`config.mk`:
```
export PLATFORM = sky130hd
export DESIGN_NAME = lcl_axis_lane
export DESIGN_NICKNAME = d
export VERILOG_FILES = /design/src/rtl/core/lcl_pkg.sv /design/src/rtl/core/lcl_axis_lane.sv
export SDC_FILE = /design/constraint.sdc
export NUM_CORES = 2
export LEC_CHECK = 0
export ABC_CLOCK_PERIOD_IN_PS = 16700
export CAP_MARGIN = 20
export CORE_ASPECT_RATIO = 0.8
export CORE_MARGIN = 1
export CORE_UTILIZATION = 45
export CTS_CLUSTER_DIAMETER = 150
export DETAILED_ROUTE_END_ITERATION = 8
export DONT_BUFFER_PORTS = 1
export SLEW_MARGIN = 10
export SYNTH_ARGS = -nofsm -noshare
export SYNTH_HDL_FRONTEND = slang
export SYNTH_SLANG_ARGS = --single-unit
```
`constraint.sdc`:
```
create_clock -name clk -period 16.7 [get_ports clk]
set_input_delay 1.67 -clock clk [delete_from_list [all_inputs] [get_ports clk]]
set_output_delay 1.67 -clock clk [all_outputs]
set_load 0.03 [all_outputs]
```
`src/rtl/core/lcl_pkg.sv`:
```
// Shared types and constants for the lattice cell locator.
// Used by the axis lanes, the index merge, the corner emitter and the top level.
// No dependencies.
package lcl_pkg;

    // Fixed field widths
    localparam int POS_W   = 32;
    localparam int INV_W   = 32;
    localparam int GRID_W  = 9;
    localparam int HALO_W  = 3;
    localparam int IDX_W   = 25;
    localparam int FRAC_W  = 16;
    localparam int REST_W  = 17;
    localparam int HX_W    = 9;
    localparam int HXHY_W  = 17;
    localparam int PROD_W  = 64;
    localparam int REL_W   = 50;
    localparam int IND_W   = REL_W - FRAC_W;

    // Limits and tolerance (tolerance in Q.16 LSBs)
    localparam logic [GRID_W-1:0] MAX_GRID  = 9'd256;
    localparam logic [HALO_W-1:0] MAX_HALO  = 3'd4;
    localparam int                TOLERANCE = 1;

    localparam logic [REST_W-1:0] ONE_Q16  = 17'd65536;
    localparam logic [FRAC_W-1:0] HALF_Q16 = 16'h8000;
    localparam logic [FRAC_W-1:0] FRAC_MAX = 16'hFFFF;

    // Configuration register indexes
    localparam logic [2:0] REG_INV_SPACING = 3'd0;
    localparam logic [2:0] REG_ORIGIN_X    = 3'd1;
    localparam logic [2:0] REG_ORIGIN_Y    = 3'd2;
    localparam logic [2:0] REG_ORIGIN_Z    = 3'd3;
    localparam logic [2:0] REG_GRID_X      = 3'd4;
    localparam logic [2:0] REG_GRID_Y      = 3'd5;
    localparam logic [2:0] REG_GRID_Z      = 3'd6;
    localparam logic [2:0] REG_HALO_SIZE   = 3'd7;

    // Stream widths
    localparam int S_TDATA_W = 96;
    localparam int M_TDATA_W = 128;
    localparam int M_TUSER_W = 4;

    // Stage load enables for the axis lanes
    typedef struct packed {
        logic s1;
        logic s2;
        logic s3;
        logic s4;
    } lane_en_t;

    // Stage load enables for the index merge
    typedef struct packed {
        logic s5;
        logic s6;
    } merge_en_t;

    // Per-axis lane result
    typedef struct packed {
        logic [GRID_W-1:0] ind;
        logic [FRAC_W-1:0] frac;
        logic [REST_W-1:0] rest;
        logic              err;
    } lane_res_t;

    // One located particle, ready for corner expansion
    typedef struct packed {
        logic [IDX_W-1:0]  base;
        logic [FRAC_W-1:0] frac_x;
        logic [FRAC_W-1:0] frac_y;
        logic [FRAC_W-1:0] frac_z;
        logic [REST_W-1:0] rest_x;
        logic [REST_W-1:0] rest_y;
        logic [REST_W-1:0] rest_z;
        logic              err;
    } cell_item_t;

endpackage

```
`src/rtl/core/lcl_axis_lane.sv`:
```
// One axis lane: offset, scale by reciprocal spacing, floor, clamp.
// Four register stages; loads are driven by the top-level pipeline control.
// Depends on lcl_pkg.
module lcl_axis_lane (
    input  logic                      clk,
    input  lcl_pkg::lane_en_t         en,
    input  logic [lcl_pkg::POS_W-1:0] pos,
    input  logic [lcl_pkg::POS_W-1:0] origin,
    input  logic [lcl_pkg::INV_W-1:0] inv_spacing,
    input  logic [lcl_pkg::GRID_W-1:0] grid,
    output lcl_pkg::lane_res_t        res
);
    import lcl_pkg::*;

    logic signed [POS_W:0]   lpos;
    logic                    neg1_reg;
    logic [POS_W-1:0]        mag_reg;
    logic                    neg2_reg;
    logic [PROD_W-1:0]       prod_reg;
    logic [REL_W-1:0]        q_ext;
    logic [REL_W-1:0]        q_sel;
    logic                    rnd;
    logic [REL_W-1:0]        rel_next;
    logic signed [REL_W-1:0] rel_reg;
    logic signed [IND_W-1:0] ind;
    logic [REL_W-1:0]        hi_limit;
    logic                    low_ok;
    logic                    hi_ok;
    lane_res_t               res_next;
    lane_res_t               res_reg;

    // Stage 1: local position, sign and magnitude
    assign lpos = $signed({pos[POS_W-1], pos}) - $signed({origin[POS_W-1], origin});

    always_ff @(posedge clk)
    begin
        if (en.s1)
        begin
            neg1_reg <= lpos[POS_W];
            mag_reg  <= lpos[POS_W] ? POS_W'(-lpos) : lpos[POS_W-1:0];
        end
    end

    // Stage 2: magnitude times reciprocal spacing
    always_ff @(posedge clk)
    begin
        if (en.s2)
        begin
            neg2_reg <= neg1_reg;
            prod_reg <= PROD_W'(mag_reg) * PROD_W'(inv_spacing);
        end
    end

    // Stage 3: signed Q.16 value rounded toward minus infinity, plus one half
    assign q_ext    = REL_W'(prod_reg[PROD_W-1:FRAC_W]);
    assign rnd      = |prod_reg[FRAC_W-1:0];
    assign q_sel    = neg2_reg ? ~q_ext : q_ext;
    assign rel_next = q_sel + REL_W'(neg2_reg & ~rnd) + REL_W'(HALF_Q16);

    always_ff @(posedge clk)
    begin
        if (en.s3)
        begin
            rel_reg <= $signed(rel_next);
        end
    end

    // Stage 4: floor to a cell index and clamp against 0..grid
    assign ind      = rel_reg[REL_W-1:FRAC_W];
    assign hi_limit = {25'd0, grid, HALF_Q16} + REL_W'(TOLERANCE * int'(grid));
    assign low_ok   = $signed(rel_reg + REL_W'(TOLERANCE)) > $signed(REL_W'(0));
    assign hi_ok    = rel_reg < hi_limit;

    always_comb
    begin
        res_next.ind  = ind[GRID_W-1:0];
        res_next.frac = rel_reg[FRAC_W-1:0];
        res_next.err  = 1'b0;
        if (rel_reg[REL_W-1])
        begin
            // below the first cell
            res_next.ind = '0;
            if (low_ok)
                res_next.frac = '0;
            else
                res_next.err = 1'b1;
        end
        else if (ind > $signed({{(IND_W-GRID_W){1'b0}}, grid}))
        begin
            // beyond the last node
            res_next.ind = grid;
            if (hi_ok)
                res_next.frac = FRAC_MAX;
            else
                res_next.err = 1'b1;
        end
        res_next.rest = ONE_Q16 - REST_W'(res_next.frac);
    end

    always_ff @(posedge clk)
    begin
        if (en.s4)
        begin
            res_reg <= res_next;
        end
    end

    assign res = res_reg;

endmodule

```
==> metrics.csv <==
metric;value;unit
tightestPinTransition;0.8429;ns
hpwl;85980;µm
wire_per_inst;18.28;µm
initial_utilization;45.42;%
cts_resized;0;
rows;103;
cts_buffers;17;
fin_area;46360;µm²
arrival;9.24;ns
hold_viol;0;
gp_congestion;0.8973;
synth_common_cells;inv_1 (952), fa_1 (897), and2_1 (604);
routed_wl;107900;µm
grt_max_degree;77;
cts_hold_buf;0;
rsz0062_at_grt;false;
die-area;100800;µm²
num-fill-cells;9410;
antenna_found_initial;3;
synth_compound_area_share;6.613;%
syn-instance-count;4777;
seq_area_frac_synth;12.74;%
status;complete, no violations;
synthMuxAreaShare;0.1788;%
largest_register_ffs;64;
clock_sinks;190;
synth_area_per_cell;9.374;µm²
drt_pre_antenna_iters;5;
clock_path_buffers;2;
synth_cell_types;93;
max-slew-margin-rel;43.29;%
clkTransAtPathRegs;0.08;ns
drt_iter0_drc;1780;
worstPathRequired;16.94;ns
synth_top_area_cell;fa_1;
setup-tns-final;0;ns
area_growth;3.518;%
synth_fa_ha_area_share;48.98;%
max_cap_viol_count;0;
yosys_warnings;0;
worst-path-max-fanout;32;
postSynth.asyncResetShare;0;%
finalCritPeriodShare;53.91;%
worstHoldPathType;flip-flop to flip-flop;
synth_edf_count;190;
place_area;45690;µm²
vias;30970;
skew;0.02462;ns
track_usage;22.52;%
cts_setup_buffers;0;
drc;0;
final_antenna_net_count;0;
drive_above_1_share;2.744;%
grt_pass1_wl;180000;µm
insertion_delay;0.51;ns
worst-r2r-setup-slack;8.13;ns
die_h;284.2;µm
synth_area;44780;µm²
yosys-top-cells-area;fa_1 (40%), edfxtp_1 (13%), ha_1 (8.9%);
hold_path_depth;2;
synth_top_flop_cell;edfxtp_1;
boundaryPins;153;
fmax;0.1111;GHz
yosysTopAreaCellShare;40.10;%
synth_nets;6102;
clockRootBuffer;clkbuf_16;
h-tree-depth;4;
grt_pass1_vias;32780;
fin_crit;9.003;ns
core_region_area;98590;µm²
overflow;0;
nNetsFinal;5904;
cts_tree;yes;
crit_path_end_kind;flip-flop;
synth.most_common_cell;inv_1;
io_buffers;0;
post_drt_via_cell_ratio;5.245;
synth-simple-area-share;17.54;%
setup_violations;0;
synth-seq-cells;190;
yosys.area_share.xor_xnor;3.716;%
cp-start-kind;primary input;
final_max_slew_viol_count;0;
synth_top_family_by_area;adder cells;
worst-setup-path-type;primary input to flip-flop;
rr_worst_depth;25;
dieWidth;354.7;µm
[metrics by stage]
stage | hold WS, ns | std cells | setup slack (ns) | util, %
floorplan | 0.4003 | 4777 | 7.937 | -
global placement | 0.5891 | 5871 | 7.299 | 46.35
detailed placement | 0.6009 | 5871 | 7.287 | 46.35
CTS | 0.6216 | 5903 | 7.783 | 47.01
global route | 0.6434 | 5905 | 7.350 | 47.02
finish | 0.6107 | 5905 | 7.698 | 47.02
[critical path, stage by stage]
cell and delay (ns):
and2_1 0.17, fa_1 0.53, inv_1 0.05, fa_1 0.50, fa_1 0.45, fa_1 0.54
inv_1 0.05, fa_1 0.50, inv_1 0.05, fa_1 0.54, inv_1 0.05, fa_1 0.49
fa_1 0.44, ha_1 0.36, a21oi_1 0.22, o211ai_1 0.15, or3b_2 0.47, o21ai_0 0.36
o211ai_1 0.30, a41oi_1 0.56, o41a_1 0.27, o21ai_0 0.20, a31oi_1 0.21, xnor2_1 0.08
[cell usage in the layout (no fill, tap or decap), types with 46 or more instances in the layout]
master and n:
a21o_1 72, nand3_1 46, xnor2_1 127, xor2_1 63, and2_1 604, o21ai_0 85
fa_1 897, edfxtp_1 190, inv_1 952, a21oi_1 131, nor2_1 129, ha_1 318
nand2_1 539
[routing by layer]
metal	wire length, µm	GRT usage [%]	up-vias
li1	-	-	14190
met1	49320	32.01	15970
met2	51290	36.53	700
met3	5237	2.857	118
met4	2088	5.474	0
met5	0	0	-
[final cells by class]
| type | count | area [µm²] | area share [%] |
|---|---|---|---|
| multi-input cells | 3380 | 34500 | 74.42 |
| clock buffers | 17 | 425.4 | 0.9177 |
| diodes | 1 | 2.502 | 0.005398 |
| flip-flops and latches | 190 | 5705 | 12.31 |
| inverters | 953 | 3577 | 7.717 |
| clock inverters | 15 | 227.7 | 0.4912 |
| repair buffers | 37 | 277.8 | 0.5992 |
| well taps | 1312 | 1642 | 3.541 |
[path summary, 6_finish.rpt]
check,start,to
setup / recovery,inv_spacing[2],prod_reg[60]
hold / removal,rel_reg[24],res[42]
setup reg to reg,mag_reg[16],prod_reg[60]
hold reg to reg,rel_reg[24],res[42]
[kinds of logic (layout without fill, tap and decap cells)]
kind of cell / after synthesis / after routing
AOI/OAI and AO/OA: 450 / 450
adders and majority gates: 1215 / 1215
muxes: 8 / 8
buffers and inverters: 1207 / 1022
other: 0 / 1
xor gates and xnor gates: 190 / 190
and+or+nand+nor: 1517 / 1517
DFF: 190 / 190
Power is left out: the tool's default activity adds up to more than one toggle a clock period on the data nets, which glitch-free logic cannot reach.
