File: src/rtl/core/lcl_pkg.sv
// Shared types and constants for the lattice cell locator.
// Used by the axis lanes, the index merge, the corner emitter and the top level.
// No dependencies.
package lcl_pkg;

    // Fixed field widths
    localparam int POS_W   = 32;
    localparam int INV_W   = 32;
    localparam int GRID_W  = 9;
    localparam int HALO_W  = 3;
    localparam int IDX_W   = 25;
    localparam int FRAC_W  = 16;
    localparam int REST_W  = 17;
    localparam int HX_W    = 9;
    localparam int HXHY_W  = 17;
    localparam int PROD_W  = 64;
    localparam int REL_W   = 50;
    localparam int IND_W   = REL_W - FRAC_W;

    // Limits and tolerance (tolerance in Q.16 LSBs)
    localparam logic [GRID_W-1:0] MAX_GRID  = 9'd256;
    localparam logic [HALO_W-1:0] MAX_HALO  = 3'd4;
    localparam int                TOLERANCE = 1;

    localparam logic [REST_W-1:0] ONE_Q16  = 17'd65536;
    localparam logic [FRAC_W-1:0] HALF_Q16 = 16'h8000;
    localparam logic [FRAC_W-1:0] FRAC_MAX = 16'hFFFF;

    // Configuration register indexes
    localparam logic [2:0] REG_INV_SPACING = 3'd0;
    localparam logic [2:0] REG_ORIGIN_X    = 3'd1;
    localparam logic [2:0] REG_ORIGIN_Y    = 3'd2;
    localparam logic [2:0] REG_ORIGIN_Z    = 3'd3;
    localparam logic [2:0] REG_GRID_X      = 3'd4;
    localparam logic [2:0] REG_GRID_Y      = 3'd5;
    localparam logic [2:0] REG_GRID_Z      = 3'd6;
    localparam logic [2:0] REG_HALO_SIZE   = 3'd7;

    // Stream widths
    localparam int S_TDATA_W = 96;
    localparam int M_TDATA_W = 128;
    localparam int M_TUSER_W = 4;

    // Stage load enables for the axis lanes
    typedef struct packed {
        logic s1;
        logic s2;
        logic s3;
        logic s4;
    } lane_en_t;

    // Stage load enables for the index merge
    typedef struct packed {
        logic s5;
        logic s6;
    } merge_en_t;

    // Per-axis lane result
    typedef struct packed {
        logic [GRID_W-1:0] ind;
        logic [FRAC_W-1:0] frac;
        logic [REST_W-1:0] rest;
        logic              err;
    } lane_res_t;

    // One located particle, ready for corner expansion
    typedef struct packed {
        logic [IDX_W-1:0]  base;
        logic [FRAC_W-1:0] frac_x;
        logic [FRAC_W-1:0] frac_y;
        logic [FRAC_W-1:0] frac_z;
        logic [REST_W-1:0] rest_x;
        logic [REST_W-1:0] rest_y;
        logic [REST_W-1:0] rest_z;
        logic              err;
    } cell_item_t;

endpackage

File: src/rtl/core/lcl_index_merge.sv
// Merges the three lane results into one linear base node index.
// Two register stages: products by the halo strides, then the sum.
// Depends on lcl_pkg.
module lcl_index_merge (
    input  logic                        clk,
    input  lcl_pkg::merge_en_t          en,
    input  lcl_pkg::lane_res_t          lane_x,
    input  lcl_pkg::lane_res_t          lane_y,
    input  lcl_pkg::lane_res_t          lane_z,
    input  logic [lcl_pkg::HX_W-1:0]    hx,
    input  logic [lcl_pkg::HXHY_W-1:0]  hxhy,
    output lcl_pkg::cell_item_t         item
);
    import lcl_pkg::*;

    logic [GRID_W-1:0]        ind_x_reg;
    logic [GRID_W+HX_W-1:0]   prod_y_reg;
    logic [GRID_W+HXHY_W-1:0] prod_z_reg;
    cell_item_t               w5_reg;
    cell_item_t               item_next;
    cell_item_t               item_reg;

    // Stage 5: stride products, weights and error carried along
    always_ff @(posedge clk)
    begin
        if (en.s5)
        begin
            ind_x_reg      <= lane_x.ind;
            prod_y_reg     <= (GRID_W+HX_W)'(lane_y.ind) * (GRID_W+HX_W)'(hx);
            prod_z_reg     <= (GRID_W+HXHY_W)'(lane_z.ind) * (GRID_W+HXHY_W)'(hxhy);
            w5_reg.base    <= '0;
            w5_reg.frac_x  <= lane_x.frac;
            w5_reg.frac_y  <= lane_y.frac;
            w5_reg.frac_z  <= lane_z.frac;
            w5_reg.rest_x  <= lane_x.rest;
            w5_reg.rest_y  <= lane_y.rest;
            w5_reg.rest_z  <= lane_z.rest;
            w5_reg.err     <= lane_x.err | lane_y.err | lane_z.err;
        end
    end

    // Base index, wrapped to the index width
    always_comb
    begin
        item_next      = w5_reg;
        item_next.base = IDX_W'(ind_x_reg) + IDX_W'(prod_y_reg) + prod_z_reg[IDX_W-1:0];
    end

    // Stage 6
    always_ff @(posedge clk)
    begin
        if (en.s6)
        begin
            item_reg <= item_next;
        end
    end

    assign item = item_reg;

endmodule

File: config.mk
export PLATFORM = sky130hd
export DESIGN_NAME = lcl_index_merge
export DESIGN_NICKNAME = d
export VERILOG_FILES = /design/src/rtl/core/lcl_pkg.sv /design/src/rtl/core/lcl_index_merge.sv
export SDC_FILE = /design/constraint.sdc
export NUM_CORES = 1
export LEC_CHECK = 0
export ABC_AREA = 1
export BUFFER_PORTS_ARGS = -buffer_cell sky130_fd_sc_hd__buf_2
export CAP_MARGIN = 20
export CORE_MARGIN = 10
export CORE_UTILIZATION = 45
export CTS_CLUSTER_SIZE = 10
export DETAILED_ROUTE_END_ITERATION = 12
export MAX_ROUTING_LAYER = met4
export PLACE_DENSITY = 0.68
export SLEW_MARGIN = 20
export SYNTH_ARGS = -nofsm -noshare
export SYNTH_HDL_FRONTEND = slang
export SYNTH_SLANG_ARGS = --single-unit
export TNS_END_PERCENT = 5
File: constraint.sdc
create_clock -name clk -period 5.3 [get_ports clk]
set_input_delay 1.325 -clock clk [delete_from_list [all_inputs] [get_ports clk]]
set_output_delay 1.325 -clock clk [all_outputs]
set_load 0.05 [all_outputs]
==> results of run 1 <==
per-layer routing:
layer	vias to the layer above	global-route usage [%]	share of wire (%)	routed length, um
met4	0	4.778	2.0	813
met2	368	30.15	50	20620
li1	6101	-	-	-
met5	-	-	0	0
met3	64	2.716	5.5	2300
met1	5857	21.48	43	17840
where the power goes:
part / internal [uW] / switching, uW / total [uW]
logic: 2100 / 4070 / 6180
registers: 3070 / 153 / 3230
clock network: 1150 / 793 / 1940
total: 6330 / 5020 / 11300
cell usage after synthesis (all sizes together):
cell | instances | area share [%]
ha | 109 | 7.5
nand2 | 525 | 11
a21o | 1 | 0.041
buf | 2 | 0.055
edfxtp | 277 | 46
nor3 | 8 | 0.22
or3 | 1 | 0.034
nand3b | 4 | 0.23
a21boi | 1 | 0.041
and2 | 3 | 0.12
fa | 165 | 18
inv | 472 | 9.7
nor2 | 61 | 1.4
nand4 | 12 | 0.41
xnor2 | 6 | 0.29
a21oi | 34 | 0.95
o21bai | 5 | 0.21
clkbuf | 51 | 1.0
o21ai | 7 | 0.21
nand3 | 54 | 1.5
a31oi | 2 | 0.069
xor2 | 25 | 1.2
metrics by stage:
stage | util (%) | instances | setup slack, ps | hold WS [ps] | area (um^2)
floorplan | - | 1825 | 14.11 | 400.3 | 18240
global placement | 50.93 | 2603 | -59.52 | 400.4 | 20330
detailed placement | 50.93 | 2603 | -51.34 | 404.5 | 20330
CTS | 53.22 | 2646 | 519.0 | 413.4 | 21240
global route | 53.22 | 2647 | 224.4 | 421.4 | 21240
finish | 53.22 | 2647 | 503.0 | 412.4 | 21240
path summary, 6_finish.rpt:
kind                           start                       end  slack [ps]  depth (start not counted)
max                       lane_z[37]  prod_z_reg[21]$_DFFE_PP_         500                         20
min          item_next[98]$_DFFE_PP_        item[98]$_DFFE_PP_         410                          0
max reg2reg   ind_x_reg[1]$_DFFE_PP_       item[117]$_DFFE_PP_        2530                         12
min reg2reg  item_next[98]$_DFFE_PP_        item[98]$_DFFE_PP_         410                          0
cell type report:
| class | instances | area (um^2) | share of cell area (%) |
|---|---|---|---|
| well taps | 525 | 656.9 | 3.092 |
| repair buffers | 306 | 1638 | 7.710 |
| clock buffers | 37 | 862.1 | 4.058 |
| inverters | 472 | 1772 | 8.340 |
| diodes | 1 | 2.502 | 0.01178 |
| clock inverters | 6 | 50.05 | 0.2356 |
| flip-flops and latches | 277 | 8318 | 39.15 |
| multi-input cells | 1023 | 7945 | 37.40 |
logic make-up (layout without fill, tap and decap cells):
group	Yosys count	in the layout
buffers and inverters	525	821
other	0	1
adders and majority gates	274	274
xor gates and xnor gates	31	31
AOI/OAI and AO/OA	50	50
DFF	277	277
and+or+nand+nor	668	668
worst max-delay path, cell delays in order:
cell	delay, ps
buf_2	270
nand2_1	130
fa_1	520
fa_1	540
inv_1	50
fa_1	480
inv_1	60
fa_1	540
inv_1	50
ha_1	340
nand2_1	140
inv_1	80
nand2_1	60
nand2_1	40
nand2_1	50
nand3_1	120
nand2_1	110
nand2_1	50
nand2_1	60
nand2_1	50
==> results by group, run 1 <==
Logic synthesis
  – Mux share of post-synthesis cell area: 0%
  – Synthesized area: 18,240 um^2
  – Largest family of logic cells by synthesized area: adder cells
  – Sequential area share after synthesis: between 40% and 50%
  – Syn nets: between 2,000 and 2,500
  – Synth warnings: 0
  – Post-Synth XOR/XNOR Area: approximately 1.5%
  – Complex-gate fraction of the synthesized area: 1.523%
  – Yosys reg bits: between 200 and 300
  – Mean Syn Cell Area: 9.992 um^2
  – Synth cell types: 33
  – Post-Synth Simple-Gate Area: 14.96%
  – Post-synthesis adder-cell area fraction: 25.59%
  – Mapped Cells: between 1,500 and 2,000

Routing
  – Starting DRT DRC Count: between 800 and 900
  – Pre-antenna DRT Iters: 7
  – Vias per cell: 4.681
  – Post-route ant nets: 0
  – DR WL/cell: around 16 um
  – DR DRC count: 0
  – Via count: ~12,000
  – Total wire length: 41,570 um

Timing
  – Setup TNS: 0 ps
  – Final worst-path cycle share: 90.51%
  – Skew final: 13.96 ps
  – Slew headroom: between 40% and 50%
  – Slew @ Worst Pin: 855.1 ps
  – Final setup fails: 0
  – Max frequency: 0.2085 GHz
  – Final Hold Vio Count: 0
  – Minimum clock period: 4797 ps
  – Max Transition Viols Final: 0
  – RSZ-0062 raised after global routing: false

Clock tree
  – CTS-repair resized insts: 0
  – Root Driver: clkbuf_16
  – CTS tree: yes
  – H-tree levels: 2
  – Setup repair bufs after CTS: 0
  – CTS max path bufs: 3
  – Clock Latency Late Sink: 520 ps
  – Hold bufs inserted after CTS: 0
  – Clk sinks: 277
  – Clock-pin transition on the worst setup and hold timing paths: about 60 ps
  – Total CTS buffers: 34

Pwr
  – VDD IR-drop max: about 0.23 mV
  – Leakage: 0.01117 uW
  – Tot Pwr: 11,350 uW
  – PD cells: 534.1 nW/um^2

Floorplanning
  – Die width: 221.3 um
  – DIE AREA: 48,980 um^2
  – I/O pins: ~280
  – Die height: 221.3 um
  – Rows: 73
  – Starting density of the core: 45.69%
  – Core ar.: 39,910 um^2

Global routing
  – Total GRT Usage: 17.67%
  – First-pass GRT wire length: 68,520 um
  – Initial antenna violation count: 1
  – Largest net degree at the start of global routing: 92
  – Vias in the first global route: 13,190
  – Grt total ovfl: 0

Min path
  – Hold crit path type: flip-flop to flip-flop

Outcome
  – Status: complete, no violations

Worst setup path
  – Worst Setup Path Type: input port to flip-flop
  – Endpoint class of the critical path: flip-flop
  – Critical path required time: roughly 5600 ps
  – Crit path DAT: 5070 ps
  – Worst setup SP type: input port
  – CP max FO: 15

Final layout
  – Most frequent cells in the layout: nand2_1, inv_1, buf_2, edfxtp_1, fa_1
  – Layout-stage area growth over the synthesis result: 16.49%
  – Largest register FFs: 125
  – Fraction of layout cells with a size suffix above 1: 17.73%
  – Fill cells: 3,538
  – Final net count: 2,546
  – Leading cell type in the layout, fill and taps excluded: nand2_1

Placed design
  – HPWL Detailed: about 34,000 um
  – Port Buffer Count: 282
  – RePlAce Congestion: ~0.9

Run
  – Max Cap Violations: 0
(Power assumes the default switching activity.)
==> run 2: changes to the inputs <==
--- a/config.mk
+++ b/config.mk
@@ -6,14 +6,14 @@
 export NUM_CORES = 1
 export LEC_CHECK = 0
 export ABC_AREA = 1
-export BUFFER_PORTS_ARGS = -buffer_cell sky130_fd_sc_hd__buf_2
+export BUFFER_PORTS_ARGS = -buffer_cell sky130_fd_sc_hd__buf_4
 export CAP_MARGIN = 20
 export CORE_MARGIN = 10
-export CORE_UTILIZATION = 45
+export CORE_UTILIZATION = 53
 export CTS_CLUSTER_SIZE = 10
 export DETAILED_ROUTE_END_ITERATION = 12
 export MAX_ROUTING_LAYER = met4
-export PLACE_DENSITY = 0.68
+export PLACE_DENSITY = 0.78
 export SLEW_MARGIN = 20
 export SYNTH_ARGS = -nofsm -noshare
 export SYNTH_HDL_FRONTEND = slang
==> run 2 against run 1 <==
  * First-iteration DRC count shrank 24%
  * Die area shrank 14%
  * Critical path depth shrank 2
  * Highest routed layer unchanged
  * Sequential cell count is the same
  * Critical endpoint unchanged
  * Largest cell class unchanged
==> results by group, run 2 (same netlist as run 1, synthesis figures left out) <==
Outcome
  – Status: complete, no violations

Clock tree
  – Clock Latency Late Sink: 510 ps
  – Setup repair bufs after CTS: 0
  – Hold bufs inserted after CTS: 0
  – Total CTS buffers: 34
  – Root Driver: clkbuf_16
  – CTS max path bufs: 3
  – Clk sinks: 277
  – CTS-repair resized insts: 0
  – H-tree levels: 2
  – CTS tree: yes
  – Clock-pin transition on the worst setup and hold timing paths: 60 ps

Routing
  – Vias per cell: 4.968
  – Post-route ant nets: 0
  – DR WL/cell: approximately 17 um
  – Via count: around 13,000
  – Starting DRT DRC Count: roughly 680
  – DR DRC count: 0
  – Total wire length: ~44,000 um
  – Pre-antenna DRT Iters: 7

Timing
  – Max frequency: 0.2097 GHz
  – Final Hold Slack: slightly above 400 ps
  – Final Hold Vio Count: 0
  – Setup ws final: 531.5 ps
  – Minimum clock period: 4768 ps
  – Setup TNS: 0 ps
  – Skew final: 9.538 ps
  – Final worst-path cycle share: 89.97%
  – Final setup fails: 0
  – Slew @ Worst Pin: a little over 1000 ps
  – Max Transition Viols Final: 0
  – Slew headroom: 32.51%
  – RSZ-0062 raised after global routing: false

Floorplanning
  – Starting density of the core: 54.11%
  – Rows: 67
  – Die height: 205.5 um
  – Core ar.: 33,700 um^2
  – DIE AREA: 42,230 um^2
  – I/O pins: 283
  – Die width: 205.5 um

Worst setup path
  – CP max FO: 17
  – Worst setup SP type: input port
  – Critical path required time: 5570 ps
  – Reg2Reg Setup Slack: about 2600 ps
  – Endpoint class of the critical path: flip-flop
  – Crit path DAT: 5040 ps
  – Reg2reg start: ind_x_reg[1]$_DFFE_PP_
  – RR Endpoint: item[117]$_DFFE_PP_
  – Worst Setup Path Type: input port to flip-flop
  – Worst R2R Path Depth: 12

Min path
  – Hold Crit Endpoint: item[54]$_DFFE_PP_
  – Worst Hold Depth: 0
  – Hold crit path type: flip-flop to flip-flop
  – Worst hold start: item_next[54]$_DFFE_PP_

Global routing
  – Total GRT Usage: between 20% and 30%
  – Vias in the first global route: 13,120
  – First-pass GRT wire length: 69,570 um
  – Grt total ovfl: 0
  – Initial antenna violation count: 2
  – Largest net degree at the start of global routing: 82

Pwr
  – VDD IR-drop max: 0.3001 mV
  – PD cells: 530.2 nW/um^2
  – Leakage: 0.01134 uW

Placed design
  – Port Buffer Count: between 200 and 300
  – HPWL Detailed: around 35,000 um
  – RePlAce Congestion: approximately 0.94
  – Place WS: 18.65 ps

Final layout
  – Largest register FFs: 125
  – Final net count: around 2,500
  – Most frequent cells in the layout: nand2_1, inv_1, buf_4, edfxtp_1, fa_1
  – Fill cells: approximately 2,600
  – Leading cell type in the layout, fill and taps excluded: nand2_1
  – Fraction of layout cells with a size suffix above 1: between 15 and 20%
  – Layout-stage area growth over the synthesis result: 19.18%

Run
  – Max Cap Violations: 0
==> run 2: cell types whose count changed in the layout (fill, tap and decap cells not counted), sizes merged <==
cell,before,now
buf,306,288
inv,474,472
bufinv,0,1
clkbuf,37,38
clkinv,4,3
==> run 2: power by group <==
group          switching [uW]  internal (uW)
registers                 151           3070
logic                    4090           2180
clock network             804           1230
total                    5040           6480
==> run 2: area by class of cell <==
cell class                      instances  area (um^2)  area share [%]
Antenna cell                            1        2.502         0.01151
Tap cell                              448        560.5           2.579
Timing Repair Buffer                  288         2178           10.02
Inverter                              472         1772           8.152
Multi-Input combinational cell       1023         7945           36.56
Sequential cell                       277         8318           38.27
Clock inverter                          4        71.32          0.3281
Clock buffer                           38        887.1           4.082
==> run 2: critical path, cell delays in order <==
cell and delay (ps):
buf_4 190, nand2_1 110, fa_1 530, inv_1 60, fa_1 510, fa_1 550
inv_1 50, fa_1 470, inv_1 40, ha_1 350, nand2_2 140, inv_1 50
a21oi_1 190, nand3_1 200, nand2_1 130, nand2_1 50, nand2_1 60, nand2_1 40
==> run 2: worst max-delay path by stage <==
stage               startpoint  cells after the start  slack (ps)                        to
finish              lane_z[35]                     18         530  prod_z_reg[21]$_DFFE_PP_
CTS                 lane_z[35]                     18         560  prod_z_reg[21]$_DFFE_PP_
global placement    lane_z[35]                     17          90  prod_z_reg[22]$_DFFE_PP_
global route        lane_z[37]                     17         330  prod_z_reg[19]$_DFFE_PP_
detailed placement  lane_z[35]                     17          20  prod_z_reg[20]$_DFFE_PP_
floorplan           lane_z[38]                     21          10  prod_z_reg[22]$_DFFE_PP_
==> run 2: through the flow <==
| step | total power [uW] | instances | util (%) | instance area (um^2) |
|---|---|---|---|---|
| final | 11520 | 2551 | 64.49 | 21730 |
| after floorplan | 7840 | 1825 | - | 18240 |
| after CTS | 11620 | 2550 | 64.49 | 21730 |
| after global placement | 9380 | 2508 | 61.64 | 20770 |
| after global routing | 12580 | 2551 | 64.49 | 21730 |
| after detailed placement | 9535 | 2508 | 61.64 | 20770 |
==> run 2: routing by layer <==
layer | track usage (%) | part of all wire, % | vias to the layer above
li1 | - | - | 6059
met1 | 25.42 | 39 | 6078
met2 | 38.01 | 51 | 486
met3 | 3.696 | 7.7 | 50
met4 | 4.437 | 1.6 | 0
met5 | - | 0 | -
