## src/rtl/core/lcl_pkg.sv

```systemverilog
// Shared types and constants for the lattice cell locator.
// Used by the axis lanes, the index merge, the corner emitter and the top level.
// No dependencies.
package lcl_pkg;

    // Fixed field widths
    localparam int POS_W   = 32;
    localparam int INV_W   = 32;
    localparam int GRID_W  = 9;
    localparam int HALO_W  = 3;
    localparam int IDX_W   = 25;
    localparam int FRAC_W  = 16;
    localparam int REST_W  = 17;
    localparam int HX_W    = 9;
    localparam int HXHY_W  = 17;
    localparam int PROD_W  = 64;
    localparam int REL_W   = 50;
    localparam int IND_W   = REL_W - FRAC_W;

    // Limits and tolerance (tolerance in Q.16 LSBs)
    localparam logic [GRID_W-1:0] MAX_GRID  = 9'd256;
    localparam logic [HALO_W-1:0] MAX_HALO  = 3'd4;
    localparam int                TOLERANCE = 1;

    localparam logic [REST_W-1:0] ONE_Q16  = 17'd65536;
    localparam logic [FRAC_W-1:0] HALF_Q16 = 16'h8000;
    localparam logic [FRAC_W-1:0] FRAC_MAX = 16'hFFFF;

    // Configuration register indexes
    localparam logic [2:0] REG_INV_SPACING = 3'd0;
    localparam logic [2:0] REG_ORIGIN_X    = 3'd1;
    localparam logic [2:0] REG_ORIGIN_Y    = 3'd2;
    localparam logic [2:0] REG_ORIGIN_Z    = 3'd3;
    localparam logic [2:0] REG_GRID_X      = 3'd4;
    localparam logic [2:0] REG_GRID_Y      = 3'd5;
    localparam logic [2:0] REG_GRID_Z      = 3'd6;
    localparam logic [2:0] REG_HALO_SIZE   = 3'd7;

    // Stream widths
    localparam int S_TDATA_W = 96;
    localparam int M_TDATA_W = 128;
    localparam int M_TUSER_W = 4;

    // Stage load enables for the axis lanes
    typedef struct packed {
        logic s1;
        logic s2;
        logic s3;
        logic s4;
    } lane_en_t;

    // Stage load enables for the index merge
    typedef struct packed {
        logic s5;
        logic s6;
    } merge_en_t;

    // Per-axis lane result
    typedef struct packed {
        logic [GRID_W-1:0] ind;
        logic [FRAC_W-1:0] frac;
        logic [REST_W-1:0] rest;
        logic              err;
    } lane_res_t;

    // One located particle, ready for corner expansion
    typedef struct packed {
        logic [IDX_W-1:0]  base;
        logic [FRAC_W-1:0] frac_x;
        logic [FRAC_W-1:0] frac_y;
        logic [FRAC_W-1:0] frac_z;
        logic [REST_W-1:0] rest_x;
        logic [REST_W-1:0] rest_y;
        logic [REST_W-1:0] rest_z;
        logic              err;
    } cell_item_t;

endpackage

```

## src/rtl/core/lcl_corner_emit.sv

```systemverilog
// Expands one located particle into eight corners, one per cycle unless stalled.
// Holds one particle while the output register drains; depends on lcl_pkg.
module lcl_corner_emit (
    input  logic                         clk,
    input  logic                         rst_n,
    input  logic                         in_valid,
    output logic                         in_ready,
    input  lcl_pkg::cell_item_t          in_item,
    input  logic [lcl_pkg::HX_W-1:0]     hx,
    input  logic [lcl_pkg::HXHY_W-1:0]   hxhy,
    output logic                         m_tvalid,
    input  logic                         m_tready,
    output logic [lcl_pkg::M_TDATA_W-1:0] m_tdata,
    output logic [lcl_pkg::M_TUSER_W-1:0] m_tuser,
    output logic                         m_tlast
);
    import lcl_pkg::*;

    logic                   hold_valid_reg;
    logic                   hold_valid_next;
    cell_item_t             hold_reg;
    logic [2:0]             cnt_reg;
    logic [2:0]             cnt_next;
    logic                   out_valid_reg;
    logic                   out_valid_next;
    logic [M_TDATA_W-1:0]   data_reg;
    logic [M_TUSER_W-1:0]   user_reg;
    logic                   last_reg;
    logic                   load_out;
    logic                   hold_done;
    logic [IDX_W-1:0]       node_idx;

    // Output register takes the next corner when empty or being drained
    assign load_out  = hold_valid_reg && (!out_valid_reg || m_tready);
    assign hold_done = load_out && (cnt_reg == 3'd7);
    assign in_ready  = !hold_valid_reg || hold_done;

    // Corner node: base plus one step along each axis selected by the corner bits
    assign node_idx = hold_reg.base + IDX_W'(cnt_reg[0])
                    + (cnt_reg[1] ? IDX_W'(hx) : '0)
                    + (cnt_reg[2] ? IDX_W'(hxhy) : '0);

    always_comb
    begin
        hold_valid_next = hold_valid_reg;
        cnt_next        = cnt_reg;
        out_valid_next  = out_valid_reg;
        if (m_tready)
            out_valid_next = 1'b0;
        if (load_out)
        begin
            out_valid_next = 1'b1;
            cnt_next       = cnt_reg + 3'd1;
        end
        if (hold_done)
            hold_valid_next = 1'b0;
        if (in_valid && in_ready)
            hold_valid_next = 1'b1;
    end

    // Control state
    always_ff @(posedge clk or negedge rst_n)
    begin
        if (!rst_n)
        begin
            hold_valid_reg <= 1'b0;
            cnt_reg        <= '0;
            out_valid_reg  <= 1'b0;
        end
        else
        begin
            hold_valid_reg <= hold_valid_next;
            cnt_reg        <= cnt_next;
            out_valid_reg  <= out_valid_next;
        end
    end

    // Held particle
    always_ff @(posedge clk)
    begin
        if (in_valid && in_ready)
            hold_reg <= in_item;
    end

    // Output payload
    always_ff @(posedge clk)
    begin
        if (load_out)
        begin
            data_reg <= {4'd0, hold_reg.rest_z, hold_reg.rest_y, hold_reg.rest_x,
                         hold_reg.frac_z, hold_reg.frac_y, hold_reg.frac_x, node_idx};
            user_reg <= {hold_reg.err, cnt_reg};
            last_reg <= (cnt_reg == 3'd7);
        end
    end

    assign m_tvalid = out_valid_reg;
    assign m_tdata  = data_reg;
    assign m_tuser  = user_reg;
    assign m_tlast  = last_reg;

endmodule

```

## config.mk

```make
export PLATFORM = sky130hd
export DESIGN_NAME = lcl_corner_emit
export DESIGN_NICKNAME = d
export VERILOG_FILES = /design/src/rtl/core/lcl_pkg.sv /design/src/rtl/core/lcl_corner_emit.sv
export SDC_FILE = /design/constraint.sdc
export NUM_CORES = 1
export LEC_CHECK = 0
export BUFFER_PORTS_ARGS = -buffer_cell sky130_fd_sc_hd__buf_4
export CORE_MARGIN = 8
export CORE_UTILIZATION = 51
export DETAILED_ROUTE_END_ITERATION = 10
export PLACE_DENSITY = 0.83
export SLEW_MARGIN = 10
export SYNTH_ARGS = -nofsm -noshare
export SYNTH_HDL_FRONTEND = slang
export SYNTH_SLANG_ARGS = --single-unit
export TNS_END_PERCENT = 20
```

## constraint.sdc

```tcl
create_clock -name clk -period 5.01 [get_ports clk]
set_input_delay 0.7515 -clock clk [delete_from_list [all_inputs] [get_ports clk]]
set_output_delay 0.7515 -clock clk [all_outputs]
set_load 0.02 [all_outputs]
```

==> results of run 1 <==
[cells by family after synthesis]
| logic type | Yosys count |
|---|---|
| adder cells (fa/ha/maj) | 38 |
| multiplexers | 2 |
| flip-flops | 259 |
| AO/OA/AOI/OAI | 67 |
| XOR/XNOR | 21 |
| buffers and inverters | 17 |
| AND/OR/NAND/NOR | 86 |
| other | 1 |
[per-layer routing]
layer  vias to the layer above  track usage [%]  wire length, um
li1                       2500                -                -
met1                      2684             23.2             8960
met2                       282             35.1            12200
met3                        42             6.10             2020
met4                         2             5.28              567
met5                         -                0               13
[critical path, stage by stage, from the launching register on]
cell	delay [ns]
dfrtp_1	0.57
and2_1	0.24
fa_1	0.48
ha_1	0.21
inv_1	0.07
fa_1	0.39
nor2b_1	0.17
o31ai_1	0.11
a31o_2	0.26
o21ai_2	0.27
a21boi_0	0.20
xnor2_1	0.16
[layout make-up]
type	count	area, um^2
Sequential cell	259	7750
Fill cell	1140	5670
Clock buffer	33	698
Tap cell	234	293
Clock inverter	16	168
Multi-Input combinational cell	218	1720
Timing Repair Buffer	290	2180
Inverter	7	28.8
[power by group through the flow]
stage	Sequential (W)	Clock, W	Combinational [W]
after floorplan	0.00336	0	0.000941
after global placement	0.00307	0	0.00188
after detailed placement	0.00309	0	0.00194
after CTS	0.00306	0.00198	0.00195
after global routing	0.00308	0.00206	0.00211
final	0.00305	0.00193	0.00194
[stage by stage]
| stage | hold WS, ns | power (W) | std cells | instance area [um^2] | utilization [%] |
|---|---|---|---|---|---|
| after floorplan | 0.400 | 0.00430 | 494 | 9550 | - |
| after global placement | 0.400 | 0.00495 | 1007 | 12000 | 64.6 |
| after detailed placement | 0.405 | 0.00503 | 1007 | 12000 | 64.6 |
| after CTS | 0.371 | 0.00699 | 1057 | 12800 | 69.4 |
| after global routing | 0.365 | 0.00725 | 1057 | 12800 | 69.4 |
| final | 0.396 | 0.00692 | 1057 | 12800 | 69.4 |
[synthesized netlist by cell type, types with 2 or more instances]
cell type  count
o211ai_1       4
a31o_2         2
a21o_1         3
nor2b_1        4
nor3_1         2
mux2_2         2
o21bai_1       2
fa_1          10
nor2_1        15
a21boi_0       2
nand3_1        2
buf_4          4
and2_1        30
a21oi_1       25
dfrtp_1        5
o211ai_2       2
clkbuf_1       5
xor2_1         5
nand2b_1       4
a31oi_1        2
ha_1          28
nand2_1       22
o21a_1         3
inv_1          7
edfxtp_1     254
o21ai_0        6
and3_1         3
xnor2_1       16
[path summary, 6_finish.rpt]
kind                                end  slack [ns]  cells after the start    startpoint
max                         m_tdata[18]        1.61                     11    cnt_reg[2]
min                        hold_reg[53]        0.40                      1   in_item[53]
max reg2reg                 m_tdata[18]        1.61                     11    cnt_reg[2]
min reg2reg                 m_tdata[27]        0.41                      0  hold_reg[86]
max in group asynchronous    cnt_reg[1]        4.33                      2         rst_n
min in group asynchronous      m_tvalid        0.57                      2         rst_n
==> results by group, run 1 <==
Status
  • Status: complete, no violations

Worst setup path
  • Largest fanout on the critical path: 20
  • Startpoint Class: register
  • Worst Setup End Kind: register
  • Crit path arrival time: 3.67 ns
  • Crit path kind: register to register
  • CP required: 5.28 ns

Clock tree
  • H-tree levels: 1
  • Worst-skew pair later-pin latency: 0.53 ns
  • Hold_buf cts: 1
  • CTS resizes: 0
  • CTS clk-pin slew, worst paths: 0.06 ns
  • Sink Count: 259
  • Post-CTS Setup Bufs: 0
  • Clock Tree Buf Depth: 3
  • CTS buffer count: 27
  • CTS Root Cell: clkbuf_16
  • CTS tree: built

Synthesis
  • Post-Synth Simple-Gate Area: 4.71%
  • Seq/Total Area, Yosys: 81.2%
  • Main synth FF type: edfxtp_1
  • Syn. warnings: 0
  • Yosys cell types: 50
  • Post-Syn Area: 9540 um^2
  • Compound-Gate Fraction of Synth Area: 5.24%
  • Synth Instances: 491
  • Synth Area in XOR/XNOR: 1.93%
  • Mux share of post-synthesis cell area: 0.236%
  • Cell taking the most area after synthesis: edfxtp_1
  • Post-Syn Area per Cell: 19.4 um^2
  • Ys async rst share: 1.93%
  • Synth top area cells: edfxtp_1 80%, ha_1 3.7%, fa_1 2.1%, and2_1 2.0%, xnor2_1 1.5%
  • Number of flops mapped to enable cells by yosys: 254
  • Post-Synth Adder-Cell Area: 5.77%
  • Share of the synthesized area in the top cell type: 79.9%
  • Seq cells post-synth: 259
  • Largest family of logic cells by synthesized area: adder cells

Floorplanning
  • # rows: 50
  • Core ar.: 18500 um^2
  • Die height: 153 um
  • Chip Width: 153 um
  • Initial Util: 51.5%
  • I/O pin total: 290
  • Die Footprint: 23300 um^2

GRT
  • Tot GR Track Use: 19.9%
  • Grt ovf: 0
  • Vias in the first global route: 5783
  • First-pass GRT wire length: 35500 um
  • Initial antenna violation count: 1
  • Largest net degree at the start of global routing: 72

STA
  • Final hold violation count: 0
  • Max Slew Vio Count: 0
  • Slew of the pin with the lowest slew margin: 0.957 ns
  • Final worst setup slack: 1.61 ns
  • Period utilisation layout: 67.8%
  • Tmin final: 3.40 ns
  • Final setup TNS: 0 ns
  • Unrepaired setup endpoints after global routing: false
  • Clk_skew: 0.0121 ns
  • # setup viols final: 0
  • Rel. slew slack: 36.2%
  • F_max: 294 MHz

Routing
  • # DRC: 0
  • DR vias/cell: 5.21
  • Vias: 5510
  • DR pass1 iterations: 5
  • Iteration-0 DRC Markers: 374
  • Antenna Violating Nets Remaining: 0
  • Drt wl/cell: 22.5 um
  • Routed WL: 23800 um

Power and ir drop
  • Clock network fraction of total power: 27.9%
  • Maximum VDD drop: 308 uV
  • P_int: 0.00483 W
  • Sequential share of power: 44.1%
  • Sw frac: 30.3%
  • Leakage power: 5.07 nW
  • Gate power share: 28.0%
  • Power density over cell area: 539 nW/um^2
  • P_sw: 0.00210 W

Layout
  • Most common cell after layout, fill and taps aside: buf_4
  • Ant diodes: 0
  • Area delta synth->final: 34.6%
  • Commonest cells after routing, fill and taps aside: 289 x buf_4, 254 x edfxtp_1, 29 x and2_1, 28 x ha_1, 27 x clkbuf_16
  • Max FFs per register: 125
  • Layout Nets: 996
  • Share of layout cells above drive strength 1: 41.6%

Job
  • Max-cap violation count: 0

Placement
  • DP HPWL: 17400 um
  • Gpl congestion: 0.941
  • Post-placement setup slack: 1.41 ns
  • PortBufs: 285

Worst hold path
  • Min-delay worst type: primary input to register
Note: power is estimated with default switching activity, not from simulation.
==> run 2, diff against run 1 <==
CORE_UTILIZATION = 46   (was 51)
PLACE_DENSITY = 0.8   (was 0.83)
clock period = 3.1 ns   (was 5.01 ns; I/O delays follow)
==> run 2 against run 1 <==
Combinational power rose by 69%; final cell count up 4.1%; non-clock buffer count is 6 higher; worst setup slack got worse by 1.5 ns; utilization decreased by 5.2 points; flip-flop and latch count unchanged; sequential power up 60%; clock power grew 60%; critical path type unchanged; largest cell class unchanged; largest power group unchanged.
==> results by group, run 2 (same netlist as run 1, synthesis figures left out) <==
Layout
  • Area delta synth->final: 36.4%
  • Final Util: 64.1%
  • Most common cell after layout, fill and taps aside: buf_4
  • Final Instance Count excl. Fillers: 1100
  • Max FFs per register: 125
  • Layout Nets: 1002
  • Commonest cells after routing, fill and taps aside: 291 x buf_4, 254 x edfxtp_1, 29 x and2_1, 27 x ha_1, 27 x clkbuf_16
  • Share of layout cells above drive strength 1: 42.9%

Worst setup path
  • Worst Setup End Kind: register
  • Largest fanout on the critical path: 5
  • Startpoint Class: register
  • Crit path kind: register to register
  • Slowest stage delay, CP: 0.48 ns
  • R2R setup slack: 0.09 ns
  • Crit path arrival time: 3.28 ns
  • CP required: 3.37 ns
  • Worst r2r path cells: 11
  • Cell mode on critical path: fa_1
  • Slowest CP cell: fa_1
  • Worst r2r dst: m_tdata[14]
  • Critical-path cell list: and2_1, fa_1, ha_1, inv_1, fa_1, nor2b_2, o31ai_2, a31o_2, a21oi_2, nor4b_1, a311o_1
  • RR Startpoint: cnt_reg[2]

GRT
  • Vias in the first global route: 5481
  • Tot GR Track Use: 15.5%
  • Initial antenna violation count: 1
  • First-pass GRT wire length: 31300 um
  • Largest net degree at the start of global routing: 126
  • Grt ovf: 0

Power and ir drop
  • Gate power share: 29.2%
  • P_int: 0.00791 W
  • Clock network fraction of total power: 27.4%
  • Leakage power: 5.10 nW
  • Maximum VDD drop: 508 uV
  • Sw frac: 29.6%
  • P_sw: 0.00333 W
  • Power density over cell area: 863 nW/um^2
  • Sequential share of power: 43.4%

Clock tree
  • CTS clk-pin slew, worst paths: 0.06 ns
  • CTS buffer count: 27
  • CTS tree: built
  • Worst-skew pair later-pin latency: 0.52 ns
  • H-tree levels: 1
  • CTS Root Cell: clkbuf_16
  • Clock Tree Buf Depth: 3
  • Sink Count: 259

Routing
  • Met2 wire length: 10900 um
  • DR WL met3: 1680 um
  • Iteration-0 DRC Markers: 333
  • # DRC: 0
  • DR pass1 iterations: 5
  • Antenna Violating Nets Remaining: 0
  • Vias: 5324
  • Routed WL: 20800 um
  • Drt wl/cell: 18.9 um
  • DR vias/cell: 4.84
  • Met1 wire length: 7890 um
  • Top routing layer used: met4

Job
  • Max-cap violation count: 0

STA
  • Min Hold Slack: 0.121 ns
  • Rel. slew slack: 54.7%
  • Final hold violation count: 0
  • Tmin final: 3.01 ns
  • # setup viols final: 0
  • F_max: 332 MHz
  • Clk_skew: 0.0166 ns
  • Slew of the pin with the lowest slew margin: 0.679 ns
  • Max Slew Vio Count: 0
  • Unrepaired setup endpoints after global routing: true
  • Period utilisation layout: 97.1%
  • Final setup TNS: 0 ns

Worst hold path
  • Hold path start: in_item[58]
  • Min-delay worst type: primary input to register
  • Hold depth: 1
  • Hold Crit Endpoint: hold_reg[58]

Placement
  • Post-placement cell count: 1049
  • PortBufs: 285
  • DP HPWL: 15500 um
  • Gpl congestion: 0.835

Floorplanning
  • Chip Width: 160 um
  • I/O pin total: 290
  • Core ar.: 20300 um^2
  • Die height: 160 um
  • Die Footprint: 25600 um^2
  • Initial Util: 47.0%
  • # rows: 52

Status
  • Status: complete, no violations
[run 2: layer usage]
metal / track usage [%] / vias up
met2: 27.6 / 239
met3: 4.27 / 30
met4: 4.08 / 0
met1: 18.2 / 2540
met5: 0 / -
li1: - / 2515
[run 2: repair_timing]
action | 4_1_cts | 5_1_grt
setup buffers | 0 | 0
hold buffers | 1 | 0
gates resized for setup | 0 | 10
setup endpoints to repair | 0 | 12
hold endpoints to repair | 5 | 0
[run 2: power by group through the flow]
stage / clock network, W / logic (W) / registers [W]
global route: 0.00328 / 0.00359 / 0.00493
CTS: 0.00316 / 0.00325 / 0.00488
finish: 0.00308 / 0.00328 / 0.00488
floorplan: 0 / 0.00152 / 0.00541
detailed placement: 0 / 0.00323 / 0.00495
global placement: 0 / 0.00316 / 0.00492
[run 2: critical path, delay by kind of cell (launching register included)]
family | cells | cell delay [ns]
buf+inv | 1 | 0.06
simple gates | 3 | 0.40
compound gates | 4 | 0.83
fa+ha+maj | 3 | 1.03
flops | 1 | 0.43
[run 2: worst max path at each step]
| stage | end | start | depth (start not counted) |
|---|---|---|---|
| 3_5_place_dp | m_tdata[14] | hxhy[0] | 12 |
| 4_1_cts | m_tdata[14] | cnt_reg[2] | 11 |
| 3_3_place_gp | m_tdata[14] | hxhy[0] | 12 |
| 6_report | m_tdata[14] | cnt_reg[2] | 11 |
| 2_1_floorplan | m_tdata[0] | m_tready | 3 |
| 5_1_grt | m_tdata[14] | cnt_reg[2] | 11 |
[run 2: final cells by class]
type                            count  area, um^2
Sequential cell                   259        7750
Fill cell                        1472        7280
Timing Repair Buffer              296        2270
Multi-Input combinational cell    218        1770
Clock buffer                       34         702
Tap cell                          270         338
Clock inverter                     15         155
Inverter                            7        28.8
Antenna cell                        1        2.50
[run 2: metrics by stage]
step / cell area, um^2 / setup WS (ns) / power (W)
4_1_cts: 13000 / 0.00835 / 0.0113
2_1_floorplan: 9560 / -0.601 / 0.00693
6_report: 13000 / 0.0885 / 0.0112
3_3_place_gp: 12100 / -0.0427 / 0.00808
3_5_place_dp: 12100 / -0.136 / 0.00818
5_1_grt: 13000 / -0.00784 / 0.0118
==> run 3, diff against run 2 <==
CELL_PAD_IN_SITES_DETAIL_PLACEMENT = 1   (was unset)
CELL_PAD_IN_SITES_GLOBAL_PLACEMENT = 2   (was unset)
CORE_UTILIZATION = 33   (was 46)
==> run 3 against run 2 <==
Count of clock-buffer cells in the layout down 1; largest cell class unchanged; critical endpoint unchanged; maximum frequency is 1.1% higher; global-route usage is 1.6 points lower; clock skew fell by 0.0059 ns; worst hold slack worse by 0.035 ns; sequential share of layout area shrank 1.5 points; combinational power increased by 7.0%; critical path type unchanged; worst setup slack improved by 0.033 ns; non-clock buffer count increased by 17; clock power is 6% higher; via count increased by 3.5%.
==> results by group, run 3 (same netlist as run 1, synthesis figures left out) <==
Worst hold path
  • Min-delay worst type: primary input to register

GRT
  • Largest net degree at the start of global routing: 45
  • Initial antenna violation count: 3
  • Tot GR Track Use: 13.9%
  • First-pass GRT wire length: 36200 um
  • Vias in the first global route: 5831
  • Grt ovf: 0

Worst setup path
  • R2R setup slack: 0.12 ns
  • Buf+Inv Stages, Crit Path: 1
  • CP required: 3.40 ns
  • Crit path kind: register to register
  • Slowest CP cell: fa_1
  • Worst Setup End Kind: register
  • Critical-path cell list: and2_1, fa_1, ha_2, inv_1, fa_2, nor2b_4, o31ai_2, a31o_2, a21oi_4, nor4b_1, a311o_1
  • Slowest stage delay, CP: 0.49 ns
  • Crit path arrival time: 3.28 ns
  • Largest fanout on the critical path: 5
  • CP top delay family: adder cells
  • Startpoint Class: register

Floorplanning
  • Die Footprint: 34600 um^2
  • # rows: 62
  • Chip Width: 186 um
  • I/O pin total: 290
  • Core ar.: 28600 um^2
  • Die height: 186 um
  • Initial Util: 33.3%

STA
  • Period utilisation layout: 96.1%
  • Max Slew Vio Count: 0
  • Final hold violation count: 0
  • # setup viols final: 0
  • Unrepaired setup endpoints after global routing: true
  • Slew of the pin with the lowest slew margin: 0.501 ns
  • Final setup TNS: 0 ns
  • F_max: 336 MHz
  • Tmin final: 2.98 ns
  • Clk_skew: 0.0107 ns
  • Rel. slew slack: 66.6%

Routing
  • # DRC: 0
  • DR pass1 iterations: 4
  • Vias: 5513
  • Drt wl/cell: 20.7 um
  • Antenna Violating Nets Remaining: 0
  • Iteration-0 DRC Markers: 314
  • DR vias/cell: 4.47
  • Routed WL: 25500 um

Layout
  • Share of layout cells above drive strength 1: 44.2%
  • Most common cell after layout, fill and taps aside: buf_4
  • Layout Nets: 1020
  • Commonest cells after routing, fill and taps aside: 308 x buf_4, 254 x edfxtp_1, 29 x and2_1, 28 x clkbuf_16, 25 x ha_1
  • Area delta synth->final: 40.0%
  • Final Util: 46.7%
  • FILL cells: 2813
  • Max FFs per register: 125
  • Ant diodes: 0

Clock tree
  • CTS clk-pin slew, worst paths: 0.06 ns
  • Clock Tree Buf Depth: 3
  • Sink Count: 259
  • H-tree levels: 1
  • CTS Root Cell: clkbuf_16
  • Worst-skew pair later-pin latency: 0.55 ns
  • CTS tree: built
  • CTS buffer count: 28

Placement
  • Gpl congestion: 0.741
  • DP HPWL: 19600 um
  • PortBufs: 285

Power and ir drop
  • Power density over cell area: 872 nW/um^2
  • Maximum VDD drop: 392 uV
  • Leakage power: 5.20 nW

Job
  • Max-cap violation count: 0

Status
  • Status: complete, no violations
[run 3: timing repair]
action	4_1_cts	5_1_grt
endpoints found under the setup margin	2	10
resized for setup	2	11
pin swaps	0	4
buffers inserted	0	1
cloned	0	0
endpoints found under the hold margin	5	0
hold buffers	1	0
[run 3: stage by stage]
| stage | cells | power (W) | instance area (um^2) | hold WS (ns) | setup slack [ns] |
|---|---|---|---|---|---|
| global route | 1232 | 0.0123 | 13400 | 0.0508 | -0.0333 |
| CTS | 1231 | 0.0118 | 13300 | 0.0469 | 0.0217 |
| detailed placement | 1179 | 0.00843 | 12400 | 0.272 | -0.178 |
| global placement | 1179 | 0.00835 | 12400 | 0.273 | -0.127 |
| finish | 1232 | 0.0116 | 13400 | 0.0865 | 0.121 |
| floorplan | 494 | 0.00693 | 9560 | 0.169 | -0.601 |
[run 3: final cells by class]
class,instances,area (um^2),share of cell area (%)
multi-input cells,218,1790,13.4
clock buffers,33,719,5.39
inverters,7,31.3,0.234
repair buffers,313,2400,18.0
clock inverters,18,186,1.40
well taps,384,480,3.60
flip-flops and latches,259,7750,58.0
[run 3: worst register-to-register path, stage by stage (launching register included)]
cell and delay, ns:
dfrtp_1 0.42, and2_1 0.17, fa_1 0.49, ha_2 0.18, inv_1 0.05, fa_2 0.37
nor2b_4 0.13, o31ai_2 0.07, a31o_2 0.31, a21oi_4 0.15, nor4b_1 0.07, a311o_1 0.31
[run 3: path summary, 6_finish.rpt]
check	startpoint	to	cells past startpoint
max reg2reg	cnt_reg[2]	m_tdata[14]	11
min in group asynchronous	rst_n	cnt_reg[2]	2
max	cnt_reg[2]	m_tdata[14]	11
min	in_item[108]	hold_reg[108]	1
max in group asynchronous	rst_n	m_tvalid	2
min reg2reg	hold_reg[80]	m_tdata[53]	0
[run 3: per-layer routing]
| layer | routed length (um) | track usage (%) | vias to the layer above |
|---|---|---|---|
| met5 | 25 | 0 | - |
| met1 | 10200 | 16.9 | 2684 |
| met3 | 2380 | 4.29 | 41 |
| met2 | 12400 | 23.9 | 235 |
| met4 | 528 | 3.40 | 4 |
| li1 | - | - | 2549 |
[run 3: power breakdown]
group / switching (W) / internal, W
registers: 0.000217 / 0.00467
logic: 0.00200 / 0.00151
clock network: 0.00135 / 0.00191
